`src/rtl/ppbt_pkg.sv`:
```
// ----------------------------------------------------------------------------
// ppbt_pkg
// Shared constants and codes for the packet pacer with burst tokens.
// ----------------------------------------------------------------------------
`default_nettype none

package ppbt_pkg;

    localparam int TIME_BITS_DEF = 48;

    localparam int MODE_W    = 2;
    localparam int NOW_W     = 48;
    localparam int BIF_W     = 32;
    localparam int PKT_W     = 16;
    localparam int WIN_W     = 32;
    localparam int RATE_W    = 40;
    localparam int WAIT_W    = 48;
    localparam int TOK_W     = 4;
    localparam int GRAN_W    = 16;
    localparam int SEG_W     = 16;
    localparam int CFG_IDX_W = 2;
    localparam int CFG_DAT_W = 40;

    // divider operand width: bytes * 8e6 fits in 40 bits, so does the rate
    localparam int DIV_BITS  = 40;
    localparam int US_X8_W   = 23;

    localparam logic [US_X8_W-1:0] MICROS_PER_SEC_X8 = US_X8_W'(8000000);
    localparam logic [TOK_W-1:0]   INITIAL_BURST     = TOK_W'(10);

    localparam logic [RATE_W-1:0] MAX_RATE_RST = '0;
    localparam logic [TOK_W-1:0]  BURST_LIM_RST = INITIAL_BURST;
    localparam logic [GRAN_W-1:0] GRAN_RST = GRAN_W'(1000);
    localparam logic [SEG_W-1:0]  SEG_RST = SEG_W'(1460);

    localparam logic [MODE_W-1:0] MODE_SENT  = 2'd0;
    localparam logic [MODE_W-1:0] MODE_QUERY = 2'd1;
    localparam logic [MODE_W-1:0] MODE_CONG  = 2'd2;

    localparam logic [CFG_IDX_W-1:0] CFG_MAX_RATE  = 2'd0;
    localparam logic [CFG_IDX_W-1:0] CFG_BURST_LIM = 2'd1;
    localparam logic [CFG_IDX_W-1:0] CFG_GRAN      = 2'd2;
    localparam logic [CFG_IDX_W-1:0] CFG_SEG       = 2'd3;

endpackage

`default_nettype wire

```
`src/rtl/packet_pacer_burst_tokens_top.sv`:
```
// ----------------------------------------------------------------------------
// packet_pacer_burst_tokens_top
// Packet pacer with burst tokens, built around one shared serial divider.
//
//   channel  | handshake          | payload
//   ---------+--------------------+-------------------------------------------
//   s_       | s_valid / s_ready  | mode, now, in-flight, size, controller info
//   m_       | m_valid / m_ready  | wait_us, blocked, tokens_left
//   cfg_     | cfg_valid/cfg_ready| cfg_addr, cfg_data
//
// One item at a time. Queries and congestion events do not use the divider; a
// paced send runs the 40-step restoring divider for the transfer delay, and a
// send that refills tokens first runs it for the window division. The result
// register frees the input side: a new item is taken while the last result
// waits. Synchronous active-low reset, no clearing pass.
// ----------------------------------------------------------------------------
`default_nettype none

module packet_pacer_burst_tokens_top #(
    parameter int TIME_BITS = ppbt_pkg::TIME_BITS_DEF
) (
    input  wire                                 aclk,
    input  wire                                 aresetn,

    input  wire                                 s_valid,
    output logic                                s_ready,
    input  wire  [ppbt_pkg::MODE_W-1:0]         s_mode,
    input  wire  [ppbt_pkg::NOW_W-1:0]          s_now_us,
    input  wire  [ppbt_pkg::BIF_W-1:0]          s_bytes_in_flight,
    input  wire  [ppbt_pkg::PKT_W-1:0]          s_packet_bytes,
    input  wire                                 s_retransmittable,
    input  wire                                 s_in_recovery,
    input  wire  [ppbt_pkg::WIN_W-1:0]          s_window_bytes,
    input  wire  [ppbt_pkg::RATE_W-1:0]         s_sender_rate_bps,
    input  wire                                 s_sender_blocked,
    input  wire                                 s_losses_present,

    output logic                                m_valid,
    input  wire                                 m_ready,
    output logic [ppbt_pkg::WAIT_W-1:0]         m_wait_us,
    output logic                                m_blocked,
    output logic [ppbt_pkg::TOK_W-1:0]          m_tokens_left,

    input  wire                                 cfg_valid,
    output logic                                cfg_ready,
    input  wire  [ppbt_pkg::CFG_IDX_W-1:0]      cfg_addr,
    input  wire  [ppbt_pkg::CFG_DAT_W-1:0]      cfg_data
);

    localparam int DB    = ppbt_pkg::DIV_BITS;
    localparam int CNT_W = $clog2(DB);
    localparam logic [CNT_W-1:0] CNT_LAST = CNT_W'(DB - 1);

    typedef enum logic [3:0] {
        S_IDLE,
        S_DECODE,
        S_TOKEN,
        S_MUL,
        S_DIV,
        S_SUM,
        S_APPLY,
        S_QCMP,
        S_DONE
    } state_t;

    typedef logic [TIME_BITS-1:0] time_t;

    function automatic time_t sat_add(input time_t a, input time_t b);
        logic [TIME_BITS:0] s;
        s = {1'b0, a} + {1'b0, b};
        return s[TIME_BITS] ? '1 : s[TIME_BITS-1:0];
    endfunction

    // configuration
    logic [ppbt_pkg::RATE_W-1:0] max_rate_reg;
    logic [ppbt_pkg::TOK_W-1:0]  burst_lim_reg;
    logic [ppbt_pkg::GRAN_W-1:0] gran_reg;
    logic [ppbt_pkg::SEG_W-1:0]  seg_reg;

    assign cfg_ready = 1'b1;

    always_ff @(posedge aclk) begin
        if (!aresetn) begin
            max_rate_reg  <= ppbt_pkg::MAX_RATE_RST;
            burst_lim_reg <= ppbt_pkg::BURST_LIM_RST;
            gran_reg      <= ppbt_pkg::GRAN_RST;
            seg_reg       <= ppbt_pkg::SEG_RST;
        end else if (cfg_valid && cfg_ready) begin
            case (cfg_addr)
                ppbt_pkg::CFG_MAX_RATE:  max_rate_reg  <= cfg_data[ppbt_pkg::RATE_W-1:0];
                ppbt_pkg::CFG_BURST_LIM: burst_lim_reg <= cfg_data[ppbt_pkg::TOK_W-1:0];
                ppbt_pkg::CFG_GRAN:      gran_reg      <= cfg_data[ppbt_pkg::GRAN_W-1:0];
                ppbt_pkg::CFG_SEG:       seg_reg       <= cfg_data[ppbt_pkg::SEG_W-1:0];
                default: ;
            endcase
        end
    end

    state_t state_reg;

    // latched item
    logic [ppbt_pkg::MODE_W-1:0] mode_reg;
    time_t                       now_reg;
    logic                        bif_zero_reg;
    logic [ppbt_pkg::PKT_W-1:0]  pkt_reg;
    logic                        retx_reg;
    logic                        recov_reg;
    logic [ppbt_pkg::WIN_W-1:0]  win_reg;
    logic [ppbt_pkg::RATE_W-1:0] rate_reg;
    logic                        sblk_reg;
    logic                        loss_reg;

    // pacer state
    logic [ppbt_pkg::TOK_W-1:0]  tokens_reg;
    time_t                       ideal_reg;
    time_t                       last_del_reg;
    logic                        delayed_reg;

    // working registers
    time_t                       sum_a_reg;
    time_t                       sum_b_reg;
    time_t                       delay_reg;
    time_t                       wait_reg;
    logic                        blk_reg;
    logic [DB-1:0]               prod_reg;

    // shared divider
    logic [DB-1:0]               div_quot_reg;
    logic [DB-1:0]               div_rem_reg;
    logic [DB-1:0]               div_den_reg;
    logic [CNT_W-1:0]            div_cnt_reg;
    logic                        div_refill_reg;

    logic [DB:0]                 rem_sh;
    logic                        div_ge;
    logic [DB-1:0]               rem_nx;
    logic [DB-1:0]               quot_nx;
    logic [ppbt_pkg::RATE_W-1:0] rate_eff;

    always_comb begin
        rem_sh  = {div_rem_reg, div_quot_reg[DB-1]};
        div_ge  = rem_sh >= {1'b0, div_den_reg};
        rem_nx  = div_ge ? DB'(rem_sh - {1'b0, div_den_reg}) : rem_sh[DB-1:0];
        quot_nx = {div_quot_reg[DB-2:0], div_ge};
    end

    assign rate_eff = (max_rate_reg != '0 && max_rate_reg < rate_reg) ? max_rate_reg
                                                                     : rate_reg;

    assign s_ready = (state_reg == S_IDLE);

    always_ff @(posedge aclk) begin
        if (!aresetn) begin
            state_reg      <= S_IDLE;
            m_valid        <= 1'b0;
            m_wait_us      <= '0;
            m_blocked      <= 1'b0;
            m_tokens_left  <= '0;
            mode_reg       <= '0;
            now_reg        <= '0;
            bif_zero_reg   <= 1'b0;
            pkt_reg        <= '0;
            retx_reg       <= 1'b0;
            recov_reg      <= 1'b0;
            win_reg        <= '0;
            rate_reg       <= '0;
            sblk_reg       <= 1'b0;
            loss_reg       <= 1'b0;
            tokens_reg     <= ppbt_pkg::INITIAL_BURST;
            ideal_reg      <= '0;
            last_del_reg   <= '0;
            delayed_reg    <= 1'b0;
            sum_a_reg      <= '0;
            sum_b_reg      <= '0;
            delay_reg      <= '0;
            wait_reg       <= '0;
            blk_reg        <= 1'b0;
            prod_reg       <= '0;
            div_quot_reg   <= '0;
            div_rem_reg    <= '0;
            div_den_reg    <= '0;
            div_cnt_reg    <= '0;
            div_refill_reg <= 1'b0;
        end else begin
            if (m_valid && m_ready && state_reg != S_DONE) begin
                m_valid <= 1'b0;
            end
            case (state_reg)
                S_IDLE: begin
                    if (s_valid) begin
                        mode_reg     <= s_mode;
                        now_reg      <= TIME_BITS'(s_now_us);
                        bif_zero_reg <= (s_bytes_in_flight == '0);
                        pkt_reg      <= s_packet_bytes;
                        retx_reg     <= s_retransmittable;
                        recov_reg    <= s_in_recovery;
                        win_reg      <= s_window_bytes;
                        rate_reg     <= s_sender_rate_bps;
                        sblk_reg     <= s_sender_blocked;
                        loss_reg     <= s_losses_present;
                        wait_reg     <= '0;
                        blk_reg      <= 1'b0;
                        state_reg    <= S_DECODE;
                    end
                end
                S_DECODE: begin
                    state_reg <= S_DONE;
                    case (mode_reg)
                        ppbt_pkg::MODE_SENT: begin
                            if (retx_reg) begin
                                state_reg <= S_TOKEN;
                                if (bif_zero_reg && !recov_reg) begin
                                    if (seg_reg == '0) begin
                                        tokens_reg <= burst_lim_reg;
                                    end else begin
                                        div_quot_reg   <= DB'(win_reg);
                                        div_rem_reg    <= '0;
                                        div_den_reg    <= DB'(seg_reg);
                                        div_cnt_reg    <= '0;
                                        div_refill_reg <= 1'b1;
                                        state_reg      <= S_DIV;
                                    end
                                end
                            end
                        end
                        ppbt_pkg::MODE_QUERY: begin
                            if (sblk_reg) begin
                                blk_reg <= 1'b1;
                            end else if (tokens_reg == '0 && !bif_zero_reg) begin
                                sum_a_reg <= sat_add(now_reg, TIME_BITS'(gran_reg));
                                state_reg <= S_QCMP;
                            end
                        end
                        ppbt_pkg::MODE_CONG: begin
                            if (loss_reg) begin
                                tokens_reg <= '0;
                            end
                        end
                        default: ;
                    endcase
                end
                S_TOKEN: begin
                    if (tokens_reg != '0) begin
                        tokens_reg   <= tokens_reg - 1'b1;
                        delayed_reg  <= 1'b0;
                        last_del_reg <= '0;
                        ideal_reg    <= '0;
                        state_reg    <= S_DONE;
                    end else begin
                        prod_reg    <= DB'(pkt_reg * ppbt_pkg::MICROS_PER_SEC_X8);
                        div_den_reg <= DB'(rate_eff);
                        state_reg   <= S_MUL;
                    end
                end
                S_MUL: begin
                    if (div_den_reg == '0) begin
                        delay_reg <= '0;
                        state_reg <= S_SUM;
                    end else begin
                        div_quot_reg   <= prod_reg;
                        div_rem_reg    <= '0;
                        div_cnt_reg    <= '0;
                        div_refill_reg <= 1'b0;
                        state_reg      <= S_DIV;
                    end
                end
                S_DIV: begin
                    div_quot_reg <= quot_nx;
                    div_rem_reg  <= rem_nx;
                    div_cnt_reg  <= div_cnt_reg + 1'b1;
                    if (div_cnt_reg == CNT_LAST) begin
                        if (div_refill_reg) begin
                            tokens_reg <= (quot_nx < DB'(burst_lim_reg)) ?
                                          quot_nx[ppbt_pkg::TOK_W-1:0] : burst_lim_reg;
                            state_reg  <= S_TOKEN;
                        end else begin
                            delay_reg <= TIME_BITS'(quot_nx);
                            state_reg <= S_SUM;
                        end
                    end
                end
                S_SUM: begin
                    sum_a_reg <= sat_add(ideal_reg, delay_reg);
                    sum_b_reg <= sat_add(delayed_reg ? last_del_reg : now_reg, delay_reg);
                    state_reg <= S_APPLY;
                end
                S_APPLY: begin
                    if (delayed_reg) begin
                        ideal_reg <= sum_a_reg;
                        // catching up and not app limited: stay in delayed mode
                        if (sum_a_reg <= now_reg &&
                            !(last_del_reg != '0 && now_reg > sum_b_reg)) begin
                            last_del_reg <= now_reg;
                        end else begin
                            delayed_reg  <= 1'b0;
                            last_del_reg <= '0;
                        end
                    end else begin
                        ideal_reg <= (sum_a_reg > sum_b_reg) ? sum_a_reg : sum_b_reg;
                    end
                    state_reg <= S_DONE;
                end
                S_QCMP: begin
                    if (ideal_reg > sum_a_reg) begin
                        delayed_reg <= 1'b1;
                        wait_reg    <= ideal_reg - now_reg;
                    end
                    state_reg <= S_DONE;
                end
                S_DONE: begin
                    if (!m_valid || m_ready) begin
                        m_valid       <= 1'b1;
                        m_wait_us     <= ppbt_pkg::WAIT_W'(wait_reg);
                        m_blocked     <= blk_reg;
                        m_tokens_left <= tokens_reg;
                        state_reg     <= S_IDLE;
                    end
                end
                default: state_reg <= S_IDLE;
            endcase
        end
    end

    a_busy_after_accept: assert property (@(posedge aclk) disable iff (!aresetn)
        s_valid && s_ready |=> !s_ready)
        else $error("input taken while an item is in progress");

    a_result_from_done: assert property (@(posedge aclk) disable iff (!aresetn)
        $rose(m_valid) |-> $past(state_reg == S_DONE))
        else $error("result raised outside the completion step");

    a_last_delayed_needs_flag: assert property (@(posedge aclk) disable iff (!aresetn)
        last_del_reg != '0 |-> delayed_reg)
        else $error("last delayed send time kept without delayed flag");

    a_blocked_no_wait: assert property (@(posedge aclk) disable iff (!aresetn)
        m_valid && m_blocked |-> m_wait_us == '0)
        else $error("blocked result carries a wait");

    a_div_done_in_time: assert property (@(posedge aclk) disable iff (!aresetn)
        state_reg == S_DIV && div_cnt_reg == CNT_LAST |=> state_reg != S_DIV)
        else $error("divider ran past its last step");

endmodule

`default_nettype wire
```
`config.mk`:
```
export PLATFORM = sky130hd
export DESIGN_NAME = packet_pacer_burst_tokens_top
export DESIGN_NICKNAME = d
export VERILOG_FILES = /design/src/rtl/ppbt_pkg.sv /design/src/rtl/packet_pacer_burst_tokens_top.sv
export SDC_FILE = /design/constraint.sdc
export NUM_CORES = 2
export LEC_CHECK = 0
export ABC_AREA = 1
export BUFFER_PORTS_ARGS = -buffer_cell sky130_fd_sc_hd__buf_2
export CORE_AREA = 2 2 308 387
export DETAILED_ROUTE_END_ITERATION = 16
export DIE_AREA = 0 0 310 389
export GPL_TIMING_DRIVEN = 0
export PLACE_DENSITY = 0.69
export REMOVE_ABC_BUFFERS = 1
export SYNTH_ARGS = -nofsm -noshare
export SYNTH_HDL_FRONTEND = slang
export SYNTH_SLANG_ARGS = --single-unit
```
`constraint.sdc`:
```
create_clock -name aclk -period 9.08 [get_ports aclk]
set_clock_uncertainty 0.05 [all_clocks]
set_input_delay 0.908 -clock aclk [delete_from_list [all_inputs] [get_ports aclk]]
set_output_delay 0.908 -clock aclk [all_outputs]
set_load 0.01 [all_outputs]
```
Word level (Yosys, flattened, before mapping)
Cells that the tools add are included.
{"block": "word_totals", "reg_bits": 728, "word_cells": 230, "input_bits": 221}
{"block": "classes", "eq_ne": 39, "n_lt_le_gt_ge": 7, "addsub": 7, "bitwise_logic": 1, "n_reduce_logical": 52, "n_mul": 1, "n_mux": 89}
{"operator": "two-way mux 48 bit", "count": 17}
{"operator": "two-way mux 40 bit", "count": 17}
{"operator": "case mux 48 bit (2 select lines)", "count": 5}
{"operator": "case mux 40 bit (3 select lines)", "count": 2}
{"operator": "greater-than comparator 48 bit", "count": 3}
{"operator": "adder 48 x 48 -> 49 bit", "count": 2}
{"operator": "case mux 40 bit (2 select lines)", "count": 1}
{"operator": "two-way mux 4 bit", "count": 15}
{"operator": "adder 48 x 16 -> 49 bit", "count": 1}
{"operator": "less-or-equal comparator 48 bit", "count": 1}
{"operator": "nonzero test 48 bit", "count": 1}
{"operator": "subtractor 48 bit", "count": 1}
{"operator": "greater-or-equal comparator 41 x 40 -> 1 bit", "count": 1}
{"operator": "logical NOT 40 bit", "count": 1}
{"operator": "less-than comparator 40 x 4 -> 1 bit", "count": 1}
{"operator": "less-than comparator 40 bit", "count": 1}
{"operator": "nonzero test 40 bit", "count": 1}
{"operator": "subtractor 40 bit", "count": 1}
{"operator": "inequality test 2 bit (second input constant)", "count": 17}
{"operator": "logical NOT 32 bit", "count": 1}
{"operator": "case mux 4 bit (8 select lines)", "count": 1}
{"operator": "multiplier 16 x 14 -> 30 bit (second input constant)", "count": 1}
{"operator": "two-way mux 6 bit", "count": 5}
{"operator": "case mux 6 bit (3 select lines)", "count": 1}
{"operator": "35 further kinds", "count": 98}

Depth between registers and ports, before layout
{"block": "logic_depth", "ltp_word": 7, "depth_mapped": 26, "ltp_nobuf": 26}

Least setup slack after synthesis
No wires, ideal clock.
{"block": "synth_path", "path_kind": "register to register", "from": "register pkt_reg[2] (netlist bit)", "to": "register prod_reg[32]", "setup_ps": 115, "arrival_ps": 4959, "stages_incl_launch_ff": 22, "path_slack_ps": 3956, "path_buffers": 0, "period_less_slack_ps": 5124, "cell_sequence": "dfxtp_1 -> inv_1 -> fa_1 -> fa_1 -> inv_1 -> fa_1 -> fa_1 -> ha_1 -> inv_1 -> fa_1 -> inv_1 -> ha_1 -> nand2_1 -> nor2_1 -> nand4_1 -> o21ai_0 -> a21oi_1 -> nor2_1 -> nor2_1 -> xnor2_1 -> o21ai_0 -> inv_1"}
{"block": "synth_via", "elab_chain_cells": 1}
{"element": "start, declared", "line_no": "packet_pacer_burst_tokens_top.sv:105", "source": "logic [ppbt_pkg::PKT_W-1:0] pkt_reg;"}
{"element": "start signal, assigned", "line_no": "packet_pacer_burst_tokens_top.sv:194", "source": "pkt_reg <= s_packet_bytes;"}
{"element": "multiplier 16 x 14 -> 30 bit", "line_no": "packet_pacer_burst_tokens_top.sv:250", "source": "prod_reg <= DB'(pkt_reg * ppbt_pkg::MICROS_PER_SEC_X8);"}
{"element": "end signal, assigned", "line_no": "packet_pacer_burst_tokens_top.sv:250"}
{"element": "end, declared", "line_no": "packet_pacer_burst_tokens_top.sv:125", "source": "logic [DB-1:0] prod_reg;"}
Every way passes these cells.
A chain may end at the register's enable or synchronous reset.

Worst setup path after layout
{"block": "layout_path", "from": "register delayed_reg", "to": "register sum_b_reg[29]"}
{"block": "layout_via", "elab_chain_cells": 3}
{"element": "start, declared", "line_no": "packet_pacer_burst_tokens_top.sv:117", "source": "logic delayed_reg;"}
{"element": "start signal, assigned", "line_no": "packet_pacer_burst_tokens_top.sv:172", "source": "delayed_reg <= 1'b0;"}
{"element": "start signal, assigned", "line_no": "packet_pacer_burst_tokens_top.sv:245", "source": "delayed_reg <= 1'b0;"}
{"element": "start signal, assigned", "line_no": "packet_pacer_burst_tokens_top.sv:295", "source": "delayed_reg <= 1'b0;"}
{"element": "two-way mux 48 bit", "line_no": "packet_pacer_burst_tokens_top.sv:284", "source": "sum_b_reg <= sat_add(delayed_reg ? last_del_reg : now_reg, delay_reg);"}
{"element": "adder 48 x 48 -> 49 bit", "line_no": "packet_pacer_burst_tokens_top.sv:70", "source": "s = {1'b0, a} + {1'b0, b};"}
{"element": "two-way mux 48 bit", "line_no": "packet_pacer_burst_tokens_top.sv:71", "source": "return s[TIME_BITS] ? '1 : s[TIME_BITS-1:0];"}
{"element": "end signal, assigned", "line_no": "packet_pacer_burst_tokens_top.sv:284"}
{"element": "end, declared", "line_no": "packet_pacer_burst_tokens_top.sv:121", "source": "time_t sum_b_reg;"}
Every way passes these cells.

==> metrics.md <==
| Metric | Value |
|---|---|
| Status | finished, violations left |
| Failing checks | capacitance limit |
| Design area | 58000 µm² |
| CTS tree | yes |
| Maxcap violations | 1 |
| Fillcell total | 12186 |
| Reg clk slew, reported paths | 0.07 ns |
| Worst-Margin Slew | 1.49 ns |
| Post-synth EDFFs | 0 |
| Final hold vios | 0 |
| Reg-to-reg critical path startpoint | delayed_reg |
| Layout cell share with drive strength beyond 1 | 7.60% |
| Top_reg_cell synth | dfxtp_1 |
| Via density | 5.78 |
| Largest net degree at the start of global routing | 141 |
| Worst R2R Path Depth | 14 |
| WHS Endpoint | gran_reg[5] |
| Hold_ws | 0.368 ns |
| Crit-path max cell delay | 1.01 ns |
| Avg WL per Cell | 22.8 µm |
| Unique masters post-synth | 75 |
| Die H | 389 µm |
| CP arrival | 6.57 ns |
| Yosys reg bits | 720 |
| Highest clock rate | 166 MHz |
| FF/Latch Area | 14400 µm² |
| Vias in the first global route | 51878 |
| Placement row count | 141 |
| CP Cell Sequence | inv_2, or2_2, o21ai_0, inv_1, ha_1, a21oi_1, o21ai_0, a21oi_1, nand2_1, a21oi_1, o21ai_0, xor2_1, o21ai_1, inv_1 |
| Initial antenna violation count | 5 |
| Clk Latency, worst-skew pair | 0.75 ns |
| HPWL after DPL | 170 mm |
| Worst VDD drop | 170 µV |
| Die X | 310 µm |
| Register area share after synthesis | 27.6% |
| Clock Tree Root | clkbuf_16 |
| I/O pin count | 277 |
| Fin crit period | 6.01 ns |
| Worst r2r dst | sum_b_reg[29] |
| RSZ-0062 raised after global routing | false |
| Nets@finish | 8526 |
| Avg Cell Area, Syn | 6.83 µm² |
| Reg2Reg Setup Slack | 3.07 ns |
| Slowest CP cell | a21oi_1 |
| Core area | 117000 µm² |
| H-tree depth | 3 |
| Post-synthesis instance total | 7650 |
| Worst Setup Start Kind | register |
| Via count | 54063 |
| Total track usage | 34.6% |
| Drc violations | 0 |
| Most common cell after layout, fill and taps aside | nand2_1 |
| Routed WL | 214 mm |
| Final ANT Viol Nets | 0 |
| Hold path startpoint | cfg_data[5] |
| Pre-antenna DRT Iters | 9 |
| CP Capture Type | register |
| Most frequent cells in the layout | nand2_1, a21oi_1, inv_1 |
| Fin. max-slew vios | 0 |
| PD cells | 182 nW/µm² |
| Yosys warning total | 0 |
| Fin crit share | 66.2% |
| Global-route wire length before repair | 317 mm |
| Area growth, synth to finish | 11.0% |
| RD Place Congestion | 1.06 |
| DR iter-0 viols | 4801 |
| Initial cell density of the core | 44.6% |
| Met1 usage | 39.7% |
| Grt peak-use layer | met2 |
| CTS Hold Bufs | 0 |
| Synthesized area | 52300 µm² |
| Setup-failing EPs final | 0 |
| Min-delay worst type | input port to register |
| TritonCTS Sinks | 720 |
| Post-CTS setup buffer count | 0 |
| Placed Area | 55100 µm² |
| Grt ovf | 0 |
| Leakage | 26.1 nW |
| Met2 usage | 58.6% |
| WP buf/inv | 3 |
| Multi-input logic area | 33200 µm² |
| Port buffer count | 275 |
| WS Path Type | register to register |
| Worst Path Required | 9.64 ns |
| Post-CTS sizing | 0 |
| Die footprint | 121000 µm² |
| Hold depth | 3 |
| CTS Buf Count | 81 |
| Routing usage on met3 | 4.92% |
| Crit path max-delay family | compound AO/OA/AOI/OAI gates |
| Async set-reset flop share out of synthesis | 0% |
| Max clock buf depth | 3 |
| Worst-path maximum fanout | 53 |
| Worst rel slew slack | 0.783% |
==> report_power, final <==
| group | switching, mW | total, mW | internal, mW |
|---|---|---|---|
| sequential | 0.184 | 3.49 | 3.31 |
| combinational | 2.33 | 3.51 | 1.18 |
| clock | 1.53 | 3.57 | 2.05 |
| total | 4.04 | 10.6 | 6.54 |
==> per-layer routing <==
metal  routed length, µm  up-vias
met5                  32        -
met4               17700        4
met3               12700      607
met2              100000     2001
met1               82700    25347
li1                    -    26104
==> cell families after synthesis <==
kind of cell	after synthesis	share of synthesized area [%]
AO/OA/AOI/OAI	2024	21.3
XOR/XNOR	166	2.78
adder cells (fa/ha/maj)	585	14.9
buffers and inverters	1239	9.20
flip-flops	720	27.6
other	1	0.00717
AND/OR/NAND/NOR	2915	24.2
==> Yosys cell counts, types with 7 or more instances <==
cell type | n | area (µm²)
inv_1 | 888 | 3330
or2_2 | 15 | 93.8
dfxtp_1 | 720 | 14400
a21boi_0 | 11 | 82.6
o21a_1 | 24 | 180
o221ai_1 | 8 | 70.1
clkbuf_1 | 247 | 927
o21ai_2 | 7 | 61.3
o21ai_0 | 612 | 3060
nor3_1 | 79 | 395
and3_1 | 8 | 50.1
o21bai_1 | 39 | 293
inv_2 | 19 | 71.3
fa_1 | 60 | 1200
a31oi_1 | 51 | 319
o32ai_1 | 14 | 123
a22oi_1 | 13 | 97.6
nand2_2 | 12 | 75.1
o21ai_1 | 44 | 220
buf_4 | 13 | 97.6
nand3_1 | 522 | 2610
buf_1 | 18 | 67.6
a211oi_1 | 22 | 165
ha_1 | 525 | 6570
nor2_2 | 8 | 50.1
a221oi_1 | 29 | 254
nand4_1 | 188 | 1180
o211ai_1 | 50 | 375
nor2_1 | 603 | 2260
nor4_1 | 50 | 313
xor2_1 | 96 | 841
nand2_1 | 1388 | 5210
a21oi_2 | 26 | 228
xnor2_1 | 70 | 613
a21oi_1 | 1000 | 5000
a21o_1 | 42 | 315
buf_2 | 42 | 210
==> area by class of cell <==
| cell class | count | share of cell area [%] |
|---|---|---|
| Clock buffer | 108 | 3.84 |
| Tap cell | 1573 | 3.39 |
| Inverter | 912 | 5.93 |
| Antenna cell | 3 | 0.0129 |
| Multi-Input combinational cell | 5691 | 57.2 |
| Sequential cell | 720 | 24.8 |
| Clock inverter | 40 | 1.10 |
| Timing Repair Buffer | 314 | 3.71 |
==> worst min-delay path: stages <==
cell	delay (ns)
buf_2	0.10
nand2_1	0.05
nand3_1	0.06
==> how the worst max path moves through the flow <==
stage | from | end | slack (ns) | cells after the start
floorplan | state_reg[0] | mode_reg[0] | 1.81 | 6
global placement | aresetn | state_reg[1] | -10.35 | 3
detailed placement | pkt_reg[2] | prod_reg[32] | 3.31 | 21
CTS | pkt_reg[2] | prod_reg[36] | 3.29 | 22
global route | pkt_reg[5] | prod_reg[32] | 2.85 | 21
finish | delayed_reg | sum_b_reg[29] | 3.07 | 14
==> metrics by stage <==
stage / instances / worst slack, ns / utilization [%] / total power [mW] / TNS (ns)
after global routing: 9359 / 2.85 / 49.5 / 11.2 / 0
after global placement: 9171 / -10.35 / 46.3 / 6.91 / -4262.99
final: 9361 / 3.07 / 49.5 / 10.6 / 0
after detailed placement: 9209 / 3.31 / 47.1 / 6.99 / 0
after floorplan: 7323 / 1.81 / - / 5.81 / 0
after CTS: 9357 / 3.29 / 49.5 / 10.6 / 0
(Power assumes the default switching activity.)
